==> src/rtl/gpsdf_pkg.sv <==
`default_nettype none

package gpsdf_pkg;

  // Command codes carried on the request
  localparam int CMD_W = 3;
  typedef enum logic [CMD_W-1:0] {
    CMD_SET_POINT   = 3'd0,
    CMD_ERASE_POINT = 3'd1,
    CMD_FILL_DISC   = 3'd2,
    CMD_CLEAR_DISC  = 3'd3,
    CMD_PICK_FIRST  = 3'd4
  } cmd_t;

  // Configuration register indexes
  localparam int CFG_INDEX_W = 1;
  localparam logic [CFG_INDEX_W-1:0] REG_GRID_WIDTH  = 1'd0;
  localparam logic [CFG_INDEX_W-1:0] REG_GRID_HEIGHT = 1'd1;

  localparam int GRID_W = 7;
  localparam logic [GRID_W-1:0] GRID_RESET = 7'd64;

  localparam int DEFAULT_MAX_COLUMNS = 64;
  localparam int DEFAULT_MAX_ROWS    = 64;

  // Effective grid sizes: covers the 7-bit registers and the largest grid (256)
  localparam int SIZE_W = 9;

  localparam int COORD_W  = 13;  // signed point / centre coordinate
  localparam int RADIUS_W = 12;
  localparam int PICK_W   = 6;   // picked_x / picked_y

  // Disc arithmetic
  localparam int DY_W   = COORD_W + 1;   // row minus centre row
  localparam int SQ_W   = 25;            // dy squared, largest row offset 4351
  localparam int R2_W   = 2 * RADIUS_W;  // radius squared
  localparam int ROOT_W = RADIUS_W;      // integer square root of a value up to r^2
  localparam int SPAN_W = COORD_W + 2;   // centre plus or minus root

  // Square root unit: bits of root resolved per cycle
  localparam int ROOT_STEPS  = 4;
  localparam int ROOT_CYCLES = ROOT_W / ROOT_STEPS;
  localparam int ROOT_CNT_W  = 2;

endpackage

`default_nettype wire

==> src/rtl/gpsdf_isqrt.sv <==
`default_nettype none

module gpsdf_isqrt (
  input  logic                        clk,
  input  logic                        rst,
  input  logic                        start,
  input  logic [gpsdf_pkg::R2_W-1:0]  value,
  output logic                        done,
  output logic [gpsdf_pkg::ROOT_W-1:0] root
);
  import gpsdf_pkg::*;

  logic [R2_W-1:0]       rad;
  logic [ROOT_W+1:0]     rem;
  logic [ROOT_CNT_W-1:0] cnt;

  logic [R2_W-1:0]   rad_next;
  logic [ROOT_W+1:0] rem_next;
  logic [ROOT_W-1:0] root_next;

  // Restoring square root, two radicand bits per root bit
  always_comb begin
    logic [ROOT_W+3:0] t;
    logic [ROOT_W+3:0] trial;
    rad_next  = rad;
    rem_next  = rem;
    root_next = root;
    for (int s = 0; s < ROOT_STEPS; s++) begin
      t     = {rem_next, rad_next[R2_W-1 -: 2]};
      trial = {2'b00, root_next, 2'b01};
      rad_next = {rad_next[R2_W-3:0], 2'b00};
      if (t >= trial) begin
        rem_next  = (ROOT_W+2)'(t - trial);
        root_next = {root_next[ROOT_W-2:0], 1'b1};
      end else begin
        rem_next  = t[ROOT_W+1:0];
        root_next = {root_next[ROOT_W-2:0], 1'b0};
      end
    end
  end

  always_ff @(posedge clk) begin
    if (rst) begin
      cnt  <= '0;
      done <= 1'b0;
    end else begin
      done <= 1'b0;
      if (start) begin
        cnt <= ROOT_CNT_W'(ROOT_CYCLES);
      end else if (cnt != '0) begin
        cnt  <= cnt - 1'b1;
        done <= (cnt == ROOT_CNT_W'(1));
      end
    end
  end

  always_ff @(posedge clk) begin
    if (start) begin
      rad  <= value;
      rem  <= '0;
      root <= '0;
    end else if (cnt != '0) begin
      rad  <= rad_next;
      rem  <= rem_next;
      root <= root_next;
    end
  end

endmodule

`default_nettype wire

==> config.mk <==
export PLATFORM = sky130hd
export DESIGN_NAME = gpsdf_isqrt
export DESIGN_NICKNAME = d
export VERILOG_FILES = /design/src/rtl/gpsdf_pkg.sv /design/src/rtl/gpsdf_isqrt.sv
export SDC_FILE = /design/constraint.sdc
export NUM_CORES = 1
export LEC_CHECK = 0
export BUFFER_PORTS_ARGS = -buffer_cell sky130_fd_sc_hd__clkbuf_2
export CAP_MARGIN = 20
export CORE_UTILIZATION = 53
export CTS_BUF_LIST = sky130_fd_sc_hd__clkbuf_16
export DETAILED_ROUTE_END_ITERATION = 7
export PLACE_DENSITY = 0.82
export SLEW_MARGIN = 20
export SYNTH_ARGS = -nofsm -noshare
export SYNTH_HDL_FRONTEND = slang
export SYNTH_SLANG_ARGS = --single-unit
==> constraint.sdc <==
create_clock -name clk -period 21.6 [get_ports clk]
set_input_delay 4.32 -clock clk [delete_from_list [all_inputs] [get_ports clk]]
set_output_delay 4.32 -clock clk [all_outputs]
set_load 0.1 [all_outputs]
After elaboration in Yosys (flattened, before gate mapping)
Cells that the tools add are included.
- $add $sub $neg: 5
- $lt $le $gt $ge: 4
- equal/unequal tests: 1
- mux-type cells: 12
- bitwise logic cells: 1
- reduce and logical (&&, ||, !) cells: 3
- operators with widths (kind ; count):
    16-bit by 14-bit greater-or-equal comparator with 1-bit output ; 4
    14-bit two-way mux ; 4
    14-bit subtractor ; 4
    24-bit two-way mux ; 2
    1-bit two-way mux ; 4
    2-bit two-way mux ; 2
    2-bit nonzero test ; 2
    3-bit OR reduction ; 1
    2-bit by 1-bit == test with 1-bit output (second input constant) ; 1
    2-bit by 1-bit subtractor with 2-bit output (second input constant) ; 1
    1-bit NOT ; 1
- bits in registers: 53
- input port bits: 27
- output and inout port bits: 13
- logic and storage cells: 31

Longest topological paths before layout
- depth after elaboration: 8
- depth in mapped cells: 48
- depth with buffers taken out: 43

Least setup slack after synthesis
No wires, ideal clock.
- path kind: reg-to-reg
- start: register root[8] (netlist name)
- end: register rem[3]
- library setup time: 0.122 ns
- data arrival time: 10.202 ns
- required time: 21.478 ns
- path slack: 11.276 ns
- stages on the path, launching flop included: 45
- buffers on the path: 7
- clock period less this slack: 10.324 ns
- cell sequence: dfxtp_1 > inv_1 > ha_1 > nand4_1 > or4_1 > buf_2 > o21ai_4 > clkbuf_1 > clkbuf_1 > mux2_2 > ha_1 > inv_1 > nor2_1 > nand2_1 > or3_1 > mux2i_1 > nor2_2 > nand2_2 > (+9 left out) > a21oi_1 > nand2_1 > o31a_1 > mux2_4 > or2_1 > buf_6 > buf_2 > mux2_2 > ha_1 > a21o_1 > a21oi_1 > o21bai_1 > a21o_1 > a21oi_1 > o21ai_0 > a211oi_4 > nor3_1 > a311o_1
- longest elaborated chain between the ends: 8
- elaborated cells between the ends (all ways): 15
- classes of those cells: 4 x add/sub; 4 x order compare; 7 x mux
- ends and longest elaborated chain (what ; RTL line ; source):
    start: declaration ; gpsdf_isqrt.sv:9 ; output logic [gpsdf_pkg::ROOT_W-1:0] root
    start signal: assignment ; gpsdf_isqrt.sv:65 ; root <= root_next;
    14-bit subtractor or 16-bit by 14-bit greater-or-equal comparator with 1-bit output (tied branches) ; gpsdf_isqrt.sv:33, gpsdf_isqrt.sv:32 ;
    14-bit two-way mux or 1-bit two-way mux (tied branches) ; gpsdf_isqrt.sv:32 ; if (t >= trial) begin
    14-bit subtractor or 16-bit by 14-bit greater-or-equal comparator with 1-bit output (tied branches) ; gpsdf_isqrt.sv:33, gpsdf_isqrt.sv:32 ;
    14-bit two-way mux or 1-bit two-way mux (tied branches) ; gpsdf_isqrt.sv:32 ;
    16-bit by 14-bit greater-or-equal comparator with 1-bit output or 14-bit subtractor (tied branches) ; gpsdf_isqrt.sv:32, gpsdf_isqrt.sv:33 ;
    14-bit two-way mux or 1-bit two-way mux (tied branches) ; gpsdf_isqrt.sv:32 ;
    14-bit subtractor or 16-bit by 14-bit greater-or-equal comparator with 1-bit output (tied branches) ; gpsdf_isqrt.sv:33, gpsdf_isqrt.sv:32 ;
    14-bit two-way mux (*) ; gpsdf_isqrt.sv:32 ;
    end signal: assignment ; gpsdf_isqrt.sv:64 ; rem <= rem_next;
    end: declaration ; gpsdf_isqrt.sv:14 ; logic [ROOT_W+1:0] rem;
Every way passes the cells marked *; elsewhere a longest branch is shown, timed or not.
A chain may end at the register's enable or synchronous reset.

Final worst setup path
- start: register root[8] (netlist name)
- end: register rem[11]
Same word-level chain as after synthesis.

==> flow_summary.ini <==
[final_layout]
fin_nets = 801
fill_cells = 943
drive_gt1_share_pct = 12.4
area_growth_pct = 6.21
antenna_cells = 0

[setup_path]
cpPeakStageDelay_ns = 0.63
critPathKind = reg2reg
path_max_fanout = 26
start_kind = register
cp_common_cell = a21o_1
rr_worst_depth = 41
cpMaxStageDelayCell = o21ai_4
cp-endpoint = rem[11]$_SDFFE_PP0N_
worstSetupStartpoint = root[8]$_SDFFE_PP0N_
r2r_slack_ns = 9.83
cp.required_ns = 21.78
end_kind = register
arrival_ns = 11.95
r2r_start = root[8]$_SDFFE_PP0N_
rr_endpoint = rem[11]$_SDFFE_PP0N_

[global_route]
globalRoute.totalOverflow = 0
grt_pass1_wl_microns = 27800
grt_max_degree = 50
grt_pass1_vias = 5261
grt_usage_pct = 31.9
antenna_found_initial = 0

[floorplanning]
die_width_microns = 105
io_pins = 40
die_y_microns = 105
die-area_sq_mm = 0.0111
core_sq_mm = 0.0103
std_cell_rows = 37
start_util_pct = 54.9

[timing]
relSlewSlack_pct = 41.6
setup_viol = 0
fin_crit_ns = 11.77
finClkSkew_ns = 0.0106
fmax_mhz = 84.9
hold_viol_final = 0
tightest_slew_ns = 0.875
rsz0062_at_grt = no
finalMaxSlewViolations = 0
fin_crit_sh_pct = 54.5
fin_tns_setup_ns = 0

[logic_synthesis]
netlist_area_sq_mm = 0.00566
synth_fp_nets = 786
ys_warn_count = 0
async_reset_ff_share_pct = 0
synth_cell_types = 75
ys_seq_elements = 53
ys.flop_type = dfxtp_1
ys_seq_area_share_pct = 23.0
synth.avg_cell_area_sq_um = 8.08
netlist_instances = 701
synth-edff-count = 24

[cts]
cts_resized = 0
clk_latency_ns = 0.29
cts.sinks = 53
hold_buffers = 0
clock_path_buffers = 2
cts-buffers-inserted = 5
cts_max_level = 2
cts_root_buffer = clkbuf_16
cts_setup_buffers = 0
clk_pin_slew_ns = 0.08
cts_tree = done

[route]
drtAntennaViolNets = 0
drc = 0
first_iter_violations = 468
post_drt_wl_per_cell_microns = 20.4
vias = 5466
wl_microns = 17400
drtPass1Iterations = 5
viasPerCell = 6.41

[worst_hold_path]
holdCritPathClass = reg2reg

[place]
gp_congestion = 1.06
hpwlAfterDp_microns = 13800
io_buffer_count = 39

[run_status]
status = finished clean

[flow_run]
max-cap-violations = 0
## cell type report
class / instances / area, sq um / area share (%)
tap: 136 / 170 / 2.83
inverter: 49 / 196 / 3.27
clock buffer: 5 / 125 / 2.08
sequential: 53 / 1300 / 21.6
timing repair buffer: 41 / 210 / 3.49
multi-input combinational: 566 / 3990 / 66.4
clock inverter: 3 / 20.0 / 0.333
## logic make-up after synthesis
kind of cell | share of synthesized area, %
and+or+nand+nor | 18.4
AOI/OAI and AO/OA | 24.8
buffers and inverters | 6.54
adders and majority gates | 12.8
DFF | 23.0
xor gates and xnor gates | 6.98
muxes | 7.47
## flip-flops by register name (all words and copies together) (netlist names)
name / count
rem: 14
root: 12
done: 1
rad: 24
cnt: 2
## worst min path at each step
stage	cells past startpoint	endpoint	startpoint	slack, ns
finish	2	root[11]$_SDFFE_PP0N_	root[11]$_SDFFE_PP0N_	0.55
global route	2	rem[7]$_SDFFE_PP0N_	rem[7]$_SDFFE_PP0N_	0.56
CTS	2	rem[7]$_SDFFE_PP0N_	rem[7]$_SDFFE_PP0N_	0.54
detailed placement	2	root[8]$_SDFFE_PP0N_	root[8]$_SDFFE_PP0N_	0.52
global placement	2	root[8]$_SDFFE_PP0N_	root[8]$_SDFFE_PP0N_	0.50
floorplan	2	rem[1]$_SDFFE_PP0N_	rem[1]$_SDFFE_PP0N_	0.46
## layout by cell type, fill, tap and decap left out, drive strengths merged, types with 7 or more instances in the layout
cell type	Yosys	layout
o21ai	37	37
a21o	21	21
clkbuf	12	44
xnor2	25	25
inv	47	48
a31oi	9	9
a21oi	61	61
edfxtp	24	24
nor3	16	16
and2	13	13
nand2	64	64
a211oi	9	9
nand3	18	18
and3	7	7
nor2	62	62
o21bai	12	12
mux2	23	23
ha	58	58
xor2	18	18
dfxtp	29	29
mux2i	16	16
nand4	8	8
## worst max-delay path: cells and delay by family, from the launching register on
family          cells  cell delay, ns
compound gates     17            4.36
simple gates       13            3.33
fa+ha+maj           4            1.59
buf+inv             3            0.88
mux                 3            0.88
flops               1            0.36
xor+xnor            1            0.25
## synthesized netlist by cell type (7+ instances only)
cell type | instances | area (sq um)
a21o_1 | 21 | 158
a31oi_1 | 9 | 56.3
ha_1 | 58 | 726
edfxtp_1 | 24 | 721
inv_1 | 47 | 176
nand2_1 | 63 | 236
and2_1 | 13 | 81.3
nand3_1 | 17 | 85.1
mux2i_1 | 16 | 160
nor3_1 | 16 | 80.1
and3_1 | 7 | 43.8
o21ai_0 | 34 | 170
buf_1 | 7 | 26.3
nand4_1 | 8 | 50.1
a21oi_1 | 61 | 305
o21bai_1 | 12 | 90.1
xor2_1 | 18 | 158
nor2_1 | 61 | 229
mux2_2 | 22 | 248
dfxtp_1 | 29 | 581
clkbuf_1 | 12 | 45.0
a211oi_1 | 8 | 60.1
xnor2_1 | 24 | 210
buf_4 | 8 | 60.1
## routing by layer
metal  GRT usage, %  routed length (microns)
met5              0                        0
met4           15.5                      894
met3           4.08                     1200
met2           54.1                     8120
met1           39.9                     7200
## through the flow
stage | setup WS (ns) | instances | instance area, sq um | hold slack, ns | util, %
2_1_floorplan | 11.28 | 701 | 5660 | 0.459 | -
5_1_grt | 9.05 | 853 | 6020 | 0.557 | 58.3
6_report | 9.83 | 853 | 6020 | 0.550 | 58.3
4_1_cts | 10.15 | 853 | 6020 | 0.543 | 58.3
3_5_place_dp | 10.22 | 845 | 5870 | 0.525 | 56.9
3_3_place_gp | 10.51 | 845 | 5870 | 0.501 | 56.9
Power is not shown: default switching activity piles up to over one toggle a cycle in this logic, so the estimate is an artifact.
